$ cat src/rtl/core/pfs_pkg.sv
// pressure and flow sensor front end: shared types and constants
// no dependencies; imported by pfs_ctrl, pfs_dp and the top level
`timescale 1ns / 1ps
`default_nettype none

package pfs_pkg;

    // sample width after the absolute value (holds +32768)
    localparam int SMP_W      = 17;
    // packed result word and result flags
    localparam int OUT_DATA_W = 104;
    localparam int OUT_USER_W = 2;

    // configuration register indexes
    localparam logic [7:0] REG_SENSOR_SELECT = 8'd0;
    localparam logic [7:0] REG_PRESSURE_GAIN = 8'd1;
    localparam logic [7:0] REG_FLOW_GAIN     = 8'd2;
    localparam logic [7:0] REG_FLOW_SIGNED   = 8'd3;

    // configuration reset values
    localparam logic [31:0] PRESSURE_GAIN_RST = 32'h0001_0000;
    localparam logic [31:0] FLOW_GAIN_RST     = 32'h0001_0000;

    typedef struct packed {
        logic        sensor_select;
        logic [31:0] pressure_gain;
        logic [31:0] flow_gain;
        logic        flow_signed;
    } t_cfg;

    // commands from the controller to the datapath
    typedef struct packed {
        logic take;
        logic upd;
        logic calc_d;
        logic mul;
        logic div_c;
        logic clamp_p;
        logic sq_init;
        logic sq_step;
        logic fmul;
        logic fclp;
        logic cal_fin;
        logic out_load;
    } t_cmd;

    // status from the datapath to the controller
    typedef struct packed {
        logic is_cal;
        logic cal_full;
        logic div_done;
        logic sq_last;
        logic out_full;
    } t_sts;

endpackage

`default_nettype wire

$ cat src/rtl/core/pfs_ram.sv
// generic single write port ram with registered read
// no dependencies
`timescale 1ns / 1ps
`default_nettype none

module pfs_ram #(
    parameter int WIDTH = 17,
    parameter int DEPTH = 8
) (
    input  wire logic                     i_clk,
    input  wire logic                     i_we,
    input  wire logic [$clog2(DEPTH)-1:0] i_waddr,
    input  wire logic [WIDTH-1:0]         i_wdata,
    input  wire logic [$clog2(DEPTH)-1:0] i_raddr,
    output logic      [WIDTH-1:0]         o_rdata
);

    logic [WIDTH-1:0] r_mem [DEPTH];
    logic [WIDTH-1:0] r_rdata;

    // write port and registered read port
    always_ff @(posedge i_clk) begin
        if (i_we) begin
            r_mem[i_waddr] <= i_wdata;
        end
        r_rdata <= r_mem[i_raddr];
    end

    assign o_rdata = r_rdata;

endmodule

`default_nettype wire

$ cat src/rtl/core/pfs_div.sv
// divide by a constant through reciprocal multiplication; the result follows the busy and product registers
// no dependencies; exact for divisors up to 127 and dividends up to DIVISOR * 2**15
`timescale 1ns / 1ps
`default_nettype none

module pfs_div #(
    parameter int DVD_W   = 24,
    parameter int DIVISOR = 100
) (
    input  wire logic             i_clk,
    input  wire logic             i_rst_n,
    input  wire logic             i_start,
    input  wire logic [DVD_W-1:0] i_dvd,
    output logic                  o_done,
    output logic      [DVD_W-1:0] o_quo
);

    // reciprocal rounded up; its error times the dividend stays below 2**SH
    localparam int               SH    = 29;
    localparam int               RCP_W = SH + 1;
    localparam int               PRD_W = DVD_W + RCP_W;
    localparam logic [RCP_W-1:0] RCP   =
        RCP_W'(((64'd1 << SH) + 64'(DIVISOR) - 64'd1) / 64'(DIVISOR));

    logic             r_busy;
    logic             r_done;
    logic [DVD_W-1:0] r_dvd;
    logic [PRD_W-1:0] r_prod;

    // control: start sets busy, and busy loads the product and sets done together
    always_ff @(posedge i_clk) begin
        if (!i_rst_n) begin
            r_busy <= 1'b0;
            r_done <= 1'b0;
        end else begin
            r_busy <= i_start;
            r_done <= r_busy;
        end
    end

    // operand and product registers
    always_ff @(posedge i_clk) begin
        if (i_start) begin
            r_dvd <= i_dvd;
        end
        if (r_busy) begin
            r_prod <= PRD_W'(r_dvd) * PRD_W'(RCP);
        end
    end

    assign o_done = r_done;
    assign o_quo  = r_prod[SH +: DVD_W];

endmodule

`default_nettype wire

$ cat src/rtl/core/pfs_ctrl.sv
// controller state machine sequencing the datapath
// depends on pfs_pkg (t_cmd, t_sts)
`timescale 1ns / 1ps
`default_nettype none

module pfs_ctrl import pfs_pkg::*; (
    input  wire logic i_clk,
    input  wire logic i_rst_n,
    input  wire logic i_in_valid,
    output logic      o_in_ready,
    input  wire t_sts i_sts,
    output t_cmd      o_cmd
);

    localparam logic [4:0] S_IDLE = 5'd0;
    localparam logic [4:0] S_RD   = 5'd1;
    localparam logic [4:0] S_UPD  = 5'd2;
    localparam logic [4:0] S_CHK  = 5'd3;
    localparam logic [4:0] S_D    = 5'd4;
    localparam logic [4:0] S_MUL  = 5'd5;
    localparam logic [4:0] S_CLP  = 5'd8;
    localparam logic [4:0] S_SQI  = 5'd9;
    localparam logic [4:0] S_SQ   = 5'd10;
    localparam logic [4:0] S_FMUL = 5'd11;
    localparam logic [4:0] S_FCLP = 5'd12;
    localparam logic [4:0] S_DIVC = 5'd13;
    localparam logic [4:0] S_WC   = 5'd14;
    localparam logic [4:0] S_CFIN = 5'd15;
    localparam logic [4:0] S_OUT  = 5'd16;

    logic [4:0] r_state;
    logic [4:0] n_state;

    always_ff @(posedge i_clk) begin
        if (!i_rst_n) begin
            r_state <= S_IDLE;
        end else begin
            r_state <= n_state;
        end
    end

    assign o_in_ready = (r_state == S_IDLE);

    // next state and command decode
    always_comb begin
        n_state = r_state;
        o_cmd   = '0;
        unique case (r_state)
            S_IDLE: begin
                if (i_in_valid) begin
                    o_cmd.take = 1'b1;
                    n_state    = S_RD;
                end
            end
            S_RD:   n_state = S_UPD;
            S_UPD: begin
                o_cmd.upd = 1'b1;
                n_state   = S_CHK;
            end
            S_CHK: begin
                if (!i_sts.is_cal) begin
                    n_state = S_D;
                end else if (i_sts.cal_full) begin
                    n_state = S_DIVC;
                end else begin
                    n_state = S_OUT;
                end
            end
            S_D: begin
                o_cmd.calc_d = 1'b1;
                n_state      = S_MUL;
            end
            S_MUL: begin
                o_cmd.mul = 1'b1;
                n_state   = S_CLP;
            end
            S_CLP: begin
                o_cmd.clamp_p = 1'b1;
                n_state       = S_SQI;
            end
            S_SQI: begin
                o_cmd.sq_init = 1'b1;
                n_state       = S_SQ;
            end
            S_SQ: begin
                o_cmd.sq_step = 1'b1;
                if (i_sts.sq_last) begin
                    n_state = S_FMUL;
                end
            end
            S_FMUL: begin
                o_cmd.fmul = 1'b1;
                n_state    = S_FCLP;
            end
            S_FCLP: begin
                o_cmd.fclp = 1'b1;
                n_state    = S_OUT;
            end
            S_DIVC: begin
                o_cmd.div_c = 1'b1;
                n_state     = S_WC;
            end
            S_WC: begin
                if (i_sts.div_done) begin
                    n_state = S_CFIN;
                end
            end
            S_CFIN: begin
                o_cmd.cal_fin = 1'b1;
                n_state       = S_OUT;
            end
            S_OUT: begin
                if (!i_sts.out_full) begin
                    o_cmd.out_load = 1'b1;
                    n_state        = S_IDLE;
                end
            end
            default: n_state = S_IDLE;
        endcase
    end

endmodule

`default_nettype wire

$ cat src/rtl/core/pfs_dp.sv
// datapath: window, offset calibration, pressure scaling, square root, flow
// depends on pfs_pkg, pfs_ram and pfs_div
`timescale 1ns / 1ps
`default_nettype none

module pfs_dp import pfs_pkg::*; #(
    parameter int WINDOW_LEN = 8,  // power of two
    parameter int CAL_COUNT  = 100
) (
    input  wire logic                    i_clk,
    input  wire logic                    i_rst_n,
    input  wire t_cmd                    i_cmd,
    output t_sts                         o_sts,
    input  wire t_cfg                    i_cfg,
    input  wire logic                    i_action,
    input  wire logic [15:0]             i_sample,
    input  wire logic                    i_out_ready,
    output logic                         o_out_valid,
    output logic      [OUT_DATA_W-1:0]   o_out_data,
    output logic      [OUT_USER_W-1:0]   o_out_user
);

    localparam int SLOT_W = $clog2(WINDOW_LEN);
    localparam int SUM_W  = SMP_W + $clog2(WINDOW_LEN);
    localparam int D_W    = SUM_W + 1;
    localparam int MAG_W  = SUM_W;
    localparam int PROD_W = MAG_W + 32;
    localparam int P_SH   = $clog2(WINDOW_LEN * 256);
    localparam int ACC_W  = SMP_W + $clog2(CAL_COUNT + 1);
    localparam int CNT_W  = $clog2(CAL_COUNT + 1);
    localparam logic signed [D_W-1:0] WL_S = D_W'(WINDOW_LEN);

    // item registers
    logic                     r_is_cal;
    logic signed [SMP_W-1:0]  r_smp;
    // window and calibration state
    logic [SLOT_W-1:0]        r_slot;
    logic [WINDOW_LEN-1:0]    r_valid;
    logic signed [SUM_W-1:0]  r_sum;
    logic signed [15:0]       r_off;
    logic signed [ACC_W-1:0]  r_acc;
    logic [CNT_W-1:0]         r_seen;
    logic                     r_cal_done;
    // pressure path
    logic                     r_dneg;
    logic [MAG_W-1:0]         r_dmag;
    logic [PROD_W-1:0]        r_prod;
    logic                     r_pneg;
    logic [31:0]              r_pmag;
    logic                     r_psat;
    // square root and flow path
    logic [39:0]              r_sqv;
    logic [21:0]              r_rem;
    logic [19:0]              r_root;
    logic [4:0]               r_sqcnt;
    logic [51:0]              r_fprod;
    logic [31:0]              r_flow;
    logic                     r_fsat;
    // output register
    logic                     r_out_valid;
    logic [OUT_DATA_W-1:0]    r_out_data;
    logic [OUT_USER_W-1:0]    r_out_user;

    logic [SMP_W-1:0]         w_rdata;
    logic signed [SMP_W-1:0]  w_old;
    logic signed [SMP_W-1:0]  w_smp_in;
    logic signed [D_W-1:0]    w_offwl;
    logic signed [D_W-1:0]    w_d;
    logic signed [D_W-1:0]    w_dneg_v;
    logic                     w_dead;
    logic [ACC_W-1:0]         w_acc_mag;
    logic                     w_div_done;
    logic [ACC_W-1:0]         w_quo;
    logic [PROD_W-1:0]        w_pq;
    logic [23:0]              w_remt;
    logic [23:0]              w_trial;
    logic [23:0]              w_rdiff;
    logic                     w_ge;
    logic [35:0]              w_fm;
    logic                     w_fneg;
    logic [16:0]              w_cq;
    logic [16:0]              w_cneg;
    logic signed [31:0]       w_sum32;
    logic [18:0]              w_ws;
    logic [31:0]              w_press;

    // sample after optional absolute value
    assign w_smp_in = (i_cfg.sensor_select && i_sample[15])
                    ? -$signed({i_sample[15], i_sample})
                    : $signed({i_sample[15], i_sample});

    pfs_ram #(
        .WIDTH (SMP_W),
        .DEPTH (WINDOW_LEN)
    ) u_win (
        .i_clk   (i_clk),
        .i_we    (i_cmd.upd && !r_is_cal),
        .i_waddr (r_slot),
        .i_wdata (r_smp),
        .i_raddr (r_slot),
        .o_rdata (w_rdata)
    );

    assign w_old = r_valid[r_slot] ? $signed(w_rdata) : '0;

    // offset-corrected difference and dead band
    assign w_offwl  = $signed({{(D_W-16){r_off[15]}}, r_off}) * WL_S;
    assign w_d      = $signed({r_sum[SUM_W-1], r_sum}) - w_offwl;
    assign w_dneg_v = -w_d;
    assign w_dead   = i_cfg.sensor_select && (w_d <= WL_S);

    // pressure scaling: division by window length times 256 is a shift
    assign w_pq = r_prod >> P_SH;

    // calibration mean magnitude by the constant count
    assign w_acc_mag = r_acc[ACC_W-1] ? ACC_W'(-r_acc) : ACC_W'(r_acc);

    pfs_div #(
        .DVD_W   (ACC_W),
        .DIVISOR (CAL_COUNT)
    ) u_div (
        .i_clk   (i_clk),
        .i_rst_n (i_rst_n),
        .i_start (i_cmd.div_c),
        .i_dvd   (w_acc_mag),
        .o_done  (w_div_done),
        .o_quo   (w_quo)
    );

    // square root step, two radicand bits a cycle
    assign w_remt  = {r_rem, r_sqv[39:38]};
    assign w_trial = {2'b00, r_root, 2'b01};
    assign w_ge    = (w_remt >= w_trial);
    assign w_rdiff = w_remt - w_trial;

    assign w_fm   = r_fprod[51:16];
    assign w_fneg = i_cfg.flow_signed && r_pneg;

    // calibration mean magnitude, at most 32768
    assign w_cq   = w_quo[16:0];
    assign w_cneg = -w_cq;

    // window state and calibration accumulator
    always_ff @(posedge i_clk) begin
        if (!i_rst_n) begin
            r_slot     <= '0;
            r_valid    <= '0;
            r_sum      <= '0;
            r_off      <= '0;
            r_acc      <= '0;
            r_seen     <= '0;
            r_cal_done <= 1'b0;
        end else begin
            if (i_cmd.take) begin
                r_cal_done <= 1'b0;
            end
            if (i_cmd.upd && !r_is_cal) begin
                r_sum <= r_sum
                       + $signed({{(SUM_W-SMP_W){r_smp[SMP_W-1]}}, r_smp})
                       - $signed({{(SUM_W-SMP_W){w_old[SMP_W-1]}}, w_old});
                r_valid[r_slot] <= 1'b1;
                r_slot <= (r_slot == SLOT_W'(WINDOW_LEN - 1)) ? '0 : r_slot + 1'b1;
            end
            if (i_cmd.upd && r_is_cal) begin
                r_acc  <= r_acc + $signed({{(ACC_W-SMP_W){r_smp[SMP_W-1]}}, r_smp});
                r_seen <= r_seen + 1'b1;
            end
            if (i_cmd.cal_fin) begin
                if (r_acc[ACC_W-1]) begin
                    r_off <= $signed(w_cneg[15:0]);
                end else if (w_cq > 17'd32767) begin
                    r_off <= 16'sd32767;
                end else begin
                    r_off <= $signed(w_cq[15:0]);
                end
                r_acc      <= '0;
                r_seen     <= '0;
                r_cal_done <= 1'b1;
            end
        end
    end

    // item capture, pressure, square root and flow registers
    always_ff @(posedge i_clk) begin
        if (i_cmd.take) begin
            r_is_cal <= i_action;
            r_smp    <= w_smp_in;
        end
        if (i_cmd.calc_d) begin
            r_dneg <= !w_dead && w_d[D_W-1];
            r_dmag <= w_dead ? '0
                    : (w_d[D_W-1] ? w_dneg_v[MAG_W-1:0] : w_d[MAG_W-1:0]);
        end
        if (i_cmd.mul) begin
            r_prod <= PROD_W'(r_dmag) * PROD_W'(i_cfg.pressure_gain);
        end
        if (i_cmd.clamp_p) begin
            if (r_dneg) begin
                r_psat <= (w_pq > PROD_W'(64'h8000_0000));
                r_pmag <= (w_pq > PROD_W'(64'h8000_0000)) ? 32'h8000_0000 : w_pq[31:0];
                r_pneg <= (w_pq != '0);
            end else begin
                r_psat <= (w_pq > PROD_W'(64'h7fff_ffff));
                r_pmag <= (w_pq > PROD_W'(64'h7fff_ffff)) ? 32'h7fff_ffff : w_pq[31:0];
                r_pneg <= 1'b0;
            end
        end
        if (i_cmd.sq_init) begin
            r_sqv   <= {r_pmag, 8'h00};
            r_rem   <= '0;
            r_root  <= '0;
            r_sqcnt <= '0;
        end else if (i_cmd.sq_step) begin
            r_sqv   <= {r_sqv[37:0], 2'b00};
            r_rem   <= w_ge ? w_rdiff[21:0] : w_remt[21:0];
            r_root  <= {r_root[18:0], w_ge};
            r_sqcnt <= r_sqcnt + 1'b1;
        end
        if (i_cmd.fmul) begin
            r_fprod <= 52'(i_cfg.flow_gain) * 52'(r_root);
        end
        if (i_cmd.fclp) begin
            if (w_fneg) begin
                r_fsat <= (w_fm > 36'h0_8000_0000);
                r_flow <= (w_fm > 36'h0_8000_0000) ? 32'h8000_0000 : -w_fm[31:0];
            end else begin
                r_fsat <= (w_fm > 36'h0_7fff_ffff);
                r_flow <= (w_fm > 36'h0_7fff_ffff) ? 32'h7fff_ffff : w_fm[31:0];
            end
        end
    end

    // window sum clipped to the result field
    assign w_sum32 = $signed({{(32-SUM_W){r_sum[SUM_W-1]}}, r_sum});
    assign w_ws    = (w_sum32 > 32'sd262143)  ? 19'h3ffff
                   : (w_sum32 < -32'sd262144) ? 19'h40000
                   : w_sum32[18:0];
    assign w_press = r_pneg ? -r_pmag : r_pmag;

    // output register, holds a word until taken
    always_ff @(posedge i_clk) begin
        if (!i_rst_n) begin
            r_out_valid <= 1'b0;
        end else if (i_cmd.out_load) begin
            r_out_valid <= 1'b1;
        end else if (i_out_ready) begin
            r_out_valid <= 1'b0;
        end
    end

    always_ff @(posedge i_clk) begin
        if (i_cmd.out_load) begin
            if (r_is_cal) begin
                r_out_data <= {5'b0, r_off, 32'h0, 32'h0, w_ws};
                r_out_user <= {1'b0, r_cal_done};
            end else begin
                r_out_data <= {5'b0, r_off, r_flow, w_press, w_ws};
                r_out_user <= {r_psat | r_fsat, r_cal_done};
            end
        end
    end

    assign o_out_valid = r_out_valid;
    assign o_out_data  = r_out_data;
    assign o_out_user  = r_out_user;

    assign o_sts.is_cal   = r_is_cal;
    assign o_sts.cal_full = (r_seen == CNT_W'(CAL_COUNT));
    assign o_sts.div_done = w_div_done;
    assign o_sts.sq_last  = (r_sqcnt == 5'd19);
    assign o_sts.out_full = r_out_valid;

endmodule

`default_nettype wire

$ cat src/rtl/core/pressure_flow_sensor_frontend_unit.sv
// pressure and flow sensor front end, top level
// a measurement word runs read, update, check, difference, multiply, clamp, square root init,
// a 20-step square root, flow multiply, flow clamp and result load; a calibration word goes
// from check to result load, first through the divider when it closes a calibration run
// one word at a time, the next can be taken from the cycle after its result loads; a held result stalls it
// reset: synchronous active low; clears window, running sum, offset, calibration, configuration and output valid
`timescale 1ns / 1ps
`default_nettype none

module pressure_flow_sensor_frontend_unit import pfs_pkg::*; #(
    parameter int WINDOW_LEN = 8,  // power of two
    parameter int CAL_COUNT  = 100
) (
    input  wire logic                  i_clk,
    input  wire logic                  i_rst_n,
    // input stream
    input  wire logic                  i_s_tvalid,
    output logic                       o_s_tready,
    input  wire logic [15:0]           i_s_tdata,  // [15:0] sample
    input  wire logic                  i_s_tuser,  // [0] action
    // result stream
    output logic                       o_m_tvalid,
    input  wire logic                  i_m_tready,
    // [18:0] window_sum, [50:19] pressure_q8, [82:51] flow_q8, [98:83] offset_now, zero fill
    output logic [OUT_DATA_W-1:0]      o_m_tdata,
    output logic [OUT_USER_W-1:0]      o_m_tuser,  // [0] cal_done, [1] saturated
    // configuration write channel
    input  wire logic                  i_cfg_valid,
    output logic                       o_cfg_ready,
    input  wire logic [7:0]            i_cfg_index,
    input  wire logic [31:0]           i_cfg_data
);

    t_cfg r_cfg;
    t_cmd w_cmd;
    t_sts w_sts;

    // configuration registers, unknown indexes ignored
    assign o_cfg_ready = 1'b1;

    always_ff @(posedge i_clk) begin
        if (!i_rst_n) begin
            r_cfg.sensor_select <= 1'b0;
            r_cfg.pressure_gain <= PRESSURE_GAIN_RST;
            r_cfg.flow_gain     <= FLOW_GAIN_RST;
            r_cfg.flow_signed   <= 1'b1;
        end else if (i_cfg_valid) begin
            unique case (i_cfg_index)
                REG_SENSOR_SELECT: r_cfg.sensor_select <= i_cfg_data[0];
                REG_PRESSURE_GAIN: r_cfg.pressure_gain <= i_cfg_data;
                REG_FLOW_GAIN:     r_cfg.flow_gain     <= i_cfg_data;
                REG_FLOW_SIGNED:   r_cfg.flow_signed   <= i_cfg_data[0];
                default: ;
            endcase
        end
    end

    pfs_ctrl u_ctrl (
        .i_clk      (i_clk),
        .i_rst_n    (i_rst_n),
        .i_in_valid (i_s_tvalid),
        .o_in_ready (o_s_tready),
        .i_sts      (w_sts),
        .o_cmd      (w_cmd)
    );

    pfs_dp #(
        .WINDOW_LEN (WINDOW_LEN),
        .CAL_COUNT  (CAL_COUNT)
    ) u_dp (
        .i_clk       (i_clk),
        .i_rst_n     (i_rst_n),
        .i_cmd       (w_cmd),
        .o_sts       (w_sts),
        .i_cfg       (r_cfg),
        .i_action    (i_s_tuser),
        .i_sample    (i_s_tdata),
        .i_out_ready (i_m_tready),
        .o_out_valid (o_m_tvalid),
        .o_out_data  (o_m_tdata),
        .o_out_user  (o_m_tuser)
    );

`ifndef SYNTHESIS
    // a result is never loaded over one still waiting
    a_no_overwrite: assert property (@(posedge i_clk) disable iff (!i_rst_n)
        w_cmd.out_load |-> !w_sts.out_full)
        else $error("result loaded while output register full");

    // a loaded result is offered on the next cycle
    a_load_shows: assert property (@(posedge i_clk) disable iff (!i_rst_n)
        w_cmd.out_load |=> o_m_tvalid)
        else $error("loaded result not offered");

    // input ready drops once a word is taken
    a_one_at_a_time: assert property (@(posedge i_clk) disable iff (!i_rst_n)
        w_cmd.take |=> !o_s_tready)
        else $error("input ready while word in progress");

    // the divider is only started from an idle point
    a_div_start: assert property (@(posedge i_clk) disable iff (!i_rst_n)
        w_cmd.div_c |=> !w_sts.div_done)
        else $error("divider done straight after start");
`endif

endmodule

`default_nettype wire
$ cat config.mk
export PLATFORM = sky130hd
export DESIGN_NAME = pressure_flow_sensor_frontend_unit
export DESIGN_NICKNAME = d
export VERILOG_FILES = /design/src/rtl/core/pfs_pkg.sv /design/src/rtl/core/pfs_ram.sv /design/src/rtl/core/pfs_div.sv /design/src/rtl/core/pfs_ctrl.sv /design/src/rtl/core/pfs_dp.sv /design/src/rtl/core/pressure_flow_sensor_frontend_unit.sv
export SDC_FILE = /design/constraint.sdc
export NUM_CORES = 2
export LEC_CHECK = 0
export BUFFER_PORTS_ARGS = -buffer_cell sky130_fd_sc_hd__buf_2
export CELL_PAD_IN_SITES_DETAIL_PLACEMENT = 1
export CELL_PAD_IN_SITES_GLOBAL_PLACEMENT = 1
export CORE_ASPECT_RATIO = 2
export CORE_MARGIN = 10
export CORE_UTILIZATION = 52
export CTS_CLUSTER_SIZE = 12
export DETAILED_ROUTE_END_ITERATION = 7
export PLACE_DENSITY_LB_ADDON = 0.1
export SKIP_LAST_GASP = 1
export SLEW_MARGIN = 20
export SYNTH_ARGS = -nofsm -noshare
export SYNTH_HDL_FRONTEND = slang
export SYNTH_SLANG_ARGS = --single-unit
export TNS_END_PERCENT = 10
$ cat constraint.sdc
create_clock -name i_clk -period 7.65 [get_ports i_clk]
set_input_delay 0.3825 -clock i_clk [delete_from_list [all_inputs] [get_ports i_clk]]
set_output_delay 0.3825 -clock i_clk [all_outputs]
set_load 0.02 [all_outputs]
After elaboration in Yosys (flattened, before gate mapping)

Memory sizes are Yosys's and may differ from the RTL's. A register that Yosys moved wholly into a read port is not among the register bits.
Cells that the tools add are included.

Word-level logic and storage cells: 167
Bits in registers: 612
Memories: 1
RAM bits: 136
Output and inout port bits: 109

Mux-type cells: 52
$add $sub $neg: 14
Reductions and logical operators: 22
Magnitude comparators: 11
Equal/unequal tests: 24
Multipliers: 3
Bitwise logic cells: 3

Memories:

| memory           | depth | bits a word | read ports | clocked after memory_dff | write ports | line          | source |
|---|---|---|---|---|---|---|---|
| u_dp.u_win.r_mem | 8     | 17          | 1          | 1                        | 1           | pfs_ram.sv:18 | `logic [WIDTH-1:0] r_mem [DEPTH];` |

Operators by type and width:

| kind                                                                               | count |
|---|---|
| 32-bit 2-to-1 mux                                                                  | 7 |
| 40-bit 2-to-1 mux                                                                  | 2 |
| 5-bit one-hot mux with 14 select lines                                             | 1 |
| 32-bit negation                                                                    | 2 |
| 20-bit by 32-bit multiplier with 52-bit output                                     | 1 |
| 32-bit by 20-bit multiplier with 52-bit output                                     | 1 |
| 52-bit nonzero test                                                                | 1 |
| 24-bit by 22-bit multiplier with 45-bit output (second input constant)             | 1 |
| 41-bit by 31-bit greater-than comparator with 1-bit output (second input constant) | 1 |
| 41-bit by 32-bit greater-than comparator with 1-bit output (second input constant) | 1 |
| 5-bit by 4-bit equality test with 1-bit output (second input constant)             | 8 |
| 19-bit 2-to-1 mux                                                                  | 2 |
| 36-bit by 31-bit greater-than comparator with 1-bit output (second input constant) | 1 |
| 36-bit by 32-bit greater-than comparator with 1-bit output (second input constant) | 1 |
| 17-bit 2-to-1 mux                                                                  | 2 |
| 16-bit 2-to-1 mux                                                                  | 2 |
| 5-bit 2-to-1 mux                                                                   | 6 |
| 24-bit by 17-bit adder with 24-bit output                                          | 1 |
| 24-bit by 22-bit greater-or-equal comparator with 1-bit output                     | 1 |
| 1-bit 2-to-1 mux                                                                   | 24 |
| 24-bit negation                                                                    | 1 |
| 23-bit 2-to-1 mux                                                                  | 1 |
| 22-bit 2-to-1 mux                                                                  | 1 |
| 22-bit subtractor                                                                  | 1 |
| 40 further kinds                                                                   | 59 |

Longest topological paths before layout

Word-level depth: 5
Mapped depth: 26

Cells and area by module

From an unflattened synthesis, not the netlist that was laid out.

Cell total of the unflattened synthesis: 8358
Area, all modules: 82835.7 µm²

Modules (own cells, without submodules):

| module                             | area an instance (µm²) | instances | cells an instance |
|---|---|---|---|
| pfs_dp                             | 63400.8                | 1         | 6786 |
| pfs_div                            | 10830.4                | 1         | 1020 |
| pfs_ram                            | 5599.1                 | 1         | 227 |
| pressure_flow_sensor_frontend_unit | 2541.2                 | 1         | 259 |
| pfs_ctrl                           | 464.2                  | 1         | 66 |

Worst setup path after synthesis

No wires, ideal clock.

Path kind: register to register
From: register u_dp.r_dmag[10]
To: register u_dp.r_prod[51] (data pin)
Buffers on the path: 2
Arrival: 6.622 ns
Cell stages (with the launch flop): 23
Slack: 0.769 ns
Period minus slack after synthesis: 6.881 ns
Setup time: 0.259 ns
Cell sequence: edfxtp_1 > clkbuf_1 > and2_1 > fa_1 > inv_1 > fa_1 > fa_1 > inv_1 > fa_1 > fa_1 > fa_1 > fa_1 > ha_1 > clkbuf_1 > a21oi_1 > o211ai_1 > a221o_1 > nor2b_1 > and2_1 > and2_1 > a211oi_1 > nor2_1 > a211o_1

Longest elaborated chain between the ends: 1

Ends and longest elaborated chain:

| item                                           | line          | source |
|---|---|---|
| start: declaration                             | pfs_dp.sv:46  | `logic [MAG_W-1:0] r_dmag;` |
| start signal: assignment                       | pfs_dp.sv:191 | `r_dmag <= w_dead ? '0` |
| 20-bit by 32-bit multiplier with 52-bit output | pfs_dp.sv:195 | `r_prod <= PROD_W'(r_dmag) * PROD_W'(i_cfg.pressure_gain);` |
| end signal: assignment                         | pfs_dp.sv:195 |  |
| end: declaration                               | pfs_dp.sv:47  | `logic [PROD_W-1:0] r_prod;` |

Every way passes these cells.
A chain may end at the register's enable or synchronous reset.

Final worst setup path

From: register u_dp.r_root[9]
To: register u_dp.r_fprod[51] (data pin)

Longest elaborated chain between the ends: 1

Ends and longest elaborated chain:

| item                                           | line          | source |
|---|---|---|
| start: declaration                             | pfs_dp.sv:54  | `logic [19:0] r_root;` |
| start signal: assignment                       | pfs_dp.sv:216 | `r_root <= {r_root[18:0], w_ge};` |
| 32-bit by 20-bit multiplier with 52-bit output | pfs_dp.sv:220 | `r_fprod <= 52'(i_cfg.flow_gain) * 52'(r_root);` |
| end signal: assignment                         | pfs_dp.sv:220 |  |
| end: declaration                               | pfs_dp.sv:56  | `logic [51:0] r_fprod;` |

Every way passes these cells.

==> out/summary.txt <==
Max Fclk -> 134.8 MHz
final hold slack -> 34.21 ps
flops & latches, synth -> 710
layout cells sized above 1 -> 0.07267
Pleak -> 41.01 nW
Worst-Margin Slew -> 1202 ps
Starting Density -> 0.5238
CTS tree -> done
power per cell area -> 123.2 nW/um2
DRT iter0 DRCs -> 2,588
Final #Nets -> 10,390
number of synthesized flops with an enable pin -> 493
Arr. time, crit path -> 7860 ps
CP Class -> flip-flop to flip-flop
most used flip-flop cell after synthesis -> edfxtp_1
GRT overflow -> 0
P&R area growth vs syn -> 8.713%
Hold Crit Class -> input port to flip-flop
relative max-transition margin -> 0.1956
Post-Route WL -> 264,200 um
CTS root buf -> clkbuf_16
CP required -> 8080 ps
Routed Antenna Nets -> 0
Final Core Density -> 0.5694
Tmin final -> 7421 ps
RSZ-0062 raised after global routing -> yes
via count -> 60,400
Global Route Usage Sum -> 0.3081
CTS HTree Levels -> 3
mean routed wirelength per cell -> 25.16 um
die area -> 173,000 um2
initial antenna violation count -> 4
asr flop ratio synth -> 0
Crit Path Max Fanout -> 21
Max-Cap Viols -> 0
largest net degree at the start of global routing -> 73
Detail Placement HPWL -> 212,700 um
post-synthesis sequential area ratio -> 0.2363
Ports -> 171
Skew-Pair Late Insertion Delay -> 720 ps
Multi-input gate area -> 55,010 um2
Clock Tree Buf Depth -> 3
Clock Sinks -> 710
area of the mapped netlist -> 81,020 um2
row count -> 204
Chip Height -> 578.2 um
# DRC -> 0
final setup vio count -> 0
core area -> 154,700 um2
synthesis warning total -> 0
Avg Inst Size Synth -> 9.842 um2
Slew Limit Fails -> 0
Worst Skew -> 69.57 ps
Filler Cell Count -> 17,320
fin crit share -> 0.9701
cell count after synthesis -> 8,232
Crit. End Element -> flip-flop
TritonCTS Buffers -> 75
first-pass GRT wire length -> 405,500 um
Register Area -> 19,180 um2
vias in the first global route -> 71,270
maximum vdd ir drop -> 0.1732 mV
CP Launch Type -> flip-flop
First-pass DRT Iterations -> 6
Worst-path clk slew -> 70 ps
synth unique cells -> 88
GPL Wtd Cong -> 0.9363
status -> completed
final hold vios -> 0
Vias/cell -> 5.753
IO Port Bufs -> 164
die width -> 299.1 um
## area by class of cell
class	count	share of cell area
Clock buffer	112	0.02311
Inverter	1454	0.06197
Multi-Input combinational cell	5680	0.6245
Clock inverter	24	0.003850
Tap cell	2060	0.02926
Antenna cell	4	0.0001136
Timing Repair Buffer	455	0.03944
Sequential cell	710	0.2177
## flip-flops by register name, indices dropped and copies added, names as in the netlist, 32 cells and up
register,flops
u_dp.r_prod,41
u_dp.r_fprod,36
u_dp.r_pmag,32
r_cfg,66
u_dp.o_out_data,99
u_dp.r_flow,32
u_dp.r_sqv,32
u_dp.u_win.r_mem,136
## final timing paths
check | start | endpoint | slack (ps) | cells past startpoint
worst max-delay path | u_dp.r_root[9] | u_dp.r_fprod[51] | 230 | 24
worst min-delay path | i_cfg_data[13] | r_cfg[14] | 30 | 3
worst max register to register | u_dp.r_root[9] | u_dp.r_fprod[51] | 230 | 24
worst min register to register | u_dp.r_valid[0] | u_dp.r_valid[0] | 490 | 1
## logic make-up (layout without fill, tap and decap cells)
group | after synthesis | after routing | share of synthesized area
compound gates | 947 | 947 | 0.07665
xor+xnor | 241 | 241 | 0.02605
fa+ha+maj | 1947 | 1947 | 0.4200
buf+inv | 1846 | 2045 | 0.08634
flops | 710 | 710 | 0.2363
mux | 24 | 24 | 0.002981
other cells | 2 | 10 | 0.00009270
simple gates | 2515 | 2515 | 0.1515
## metrics by stage
step                      cells  area, um2  TNS (ps)  power (mW)  setup WS (ps)
after floorplan            8236      81030         0       6.178          768.7
after global placement    10330      85260         0       7.066          40.31
after detailed placement  10330      85260    -613.2       7.174         -169.8
after CTS                 10490      87950         0       10.90          21.59
after global routing      10500      88070    -112.3       11.32         -57.90
final                     10500      88080         0       10.85          229.0
## power by group
group,switching [mW],internal (mW)
clock,1.75,1.95
combinational,1.71,0.977
sequential,0.192,4.27
total,3.66,7.20
## cell usage after synthesis, drive strengths merged, types with 9 or more instances
cell type	n	area share
a2111oi	9	0.00097
a211oi	40	0.0037
a21boi	23	0.0021
a21o	103	0.0096
a21oi	243	0.015
a22oi	75	0.0069
a311oi	9	0.00097
a31oi	20	0.0015
and2	637	0.049
and3	26	0.0021
buf	17	0.0015
clkbuf	375	0.017
dfxtp	217	0.054
edfxtp	493	0.18
fa	1288	0.32
ha	659	0.10
inv	1453	0.067
mux2i	23	0.0028
nand2	1112	0.052
nand2b	37	0.0029
nand3	62	0.0038
nand3b	11	0.0010
nand4	48	0.0037
nor2	261	0.012
nor2b	93	0.0072
nor3	82	0.0051
nor3b	10	0.00093
nor4	38	0.0029
o211ai	17	0.0016
o21a	50	0.0046
o21ai	186	0.011
o21bai	13	0.0012
o22ai	21	0.0016
o311ai	33	0.0038
o31ai	30	0.0029
o41ai	17	0.0018
or2	16	0.0012
or3	41	0.0033
or4	17	0.0016
xnor2	145	0.016
xor2	96	0.010
## layer usage
layer	vias to the layer above	track usage	wire (um)
met5	-	0	0
met4	0	0.2362	23640
met3	984	0.03996	10780
met2	1816	0.5998	147300
met1	31260	0.2837	82530
li1	26340	-	-
## worst max-delay path, cell delays in order (launching register included)
cell      delay, ps
dfxtp_1         330
buf_4           320
and2_1          210
fa_1            420
inv_1            80
fa_1            450
fa_1            530
inv_1            60
fa_1            550
fa_1            430
fa_1            670
fa_1            480
ha_1            310
a21o_1          180
a311oi_1        380
buf_4           190
nor2_1           40
o21ai_1         230
nand2_1         110
o21ai_0         170
buf_4           150
buf_4           120
a21oi_1         120
o41ai_1         480
xnor2_1         130
## repair_timing
action / 4_1_cts / 5_1_grt
setup buffers: 0 / 0
setup endpoints to repair: 8 / 27
resized for setup: 4 / 21
hold buffers: 31 / 0
endpoints found under the hold margin: 38 / 0
## cells in the final DEF (no fill, tap or decap), drive strengths merged, types with 96 or more instances in the layout
| master | instances |
|---|---|
| a21o | 103 |
| clkbuf | 112 |
| xor2 | 96 |
| nand2 | 1112 |
| buf | 424 |
| fa | 1288 |
| xnor2 | 145 |
| ha | 659 |
| inv | 1457 |
| nor2 | 261 |
| o21ai | 186 |
| a21oi | 243 |
| dfxtp | 217 |
| and2 | 637 |
| edfxtp | 493 |
No activity file was read; power rests on OpenSTA's default activity.
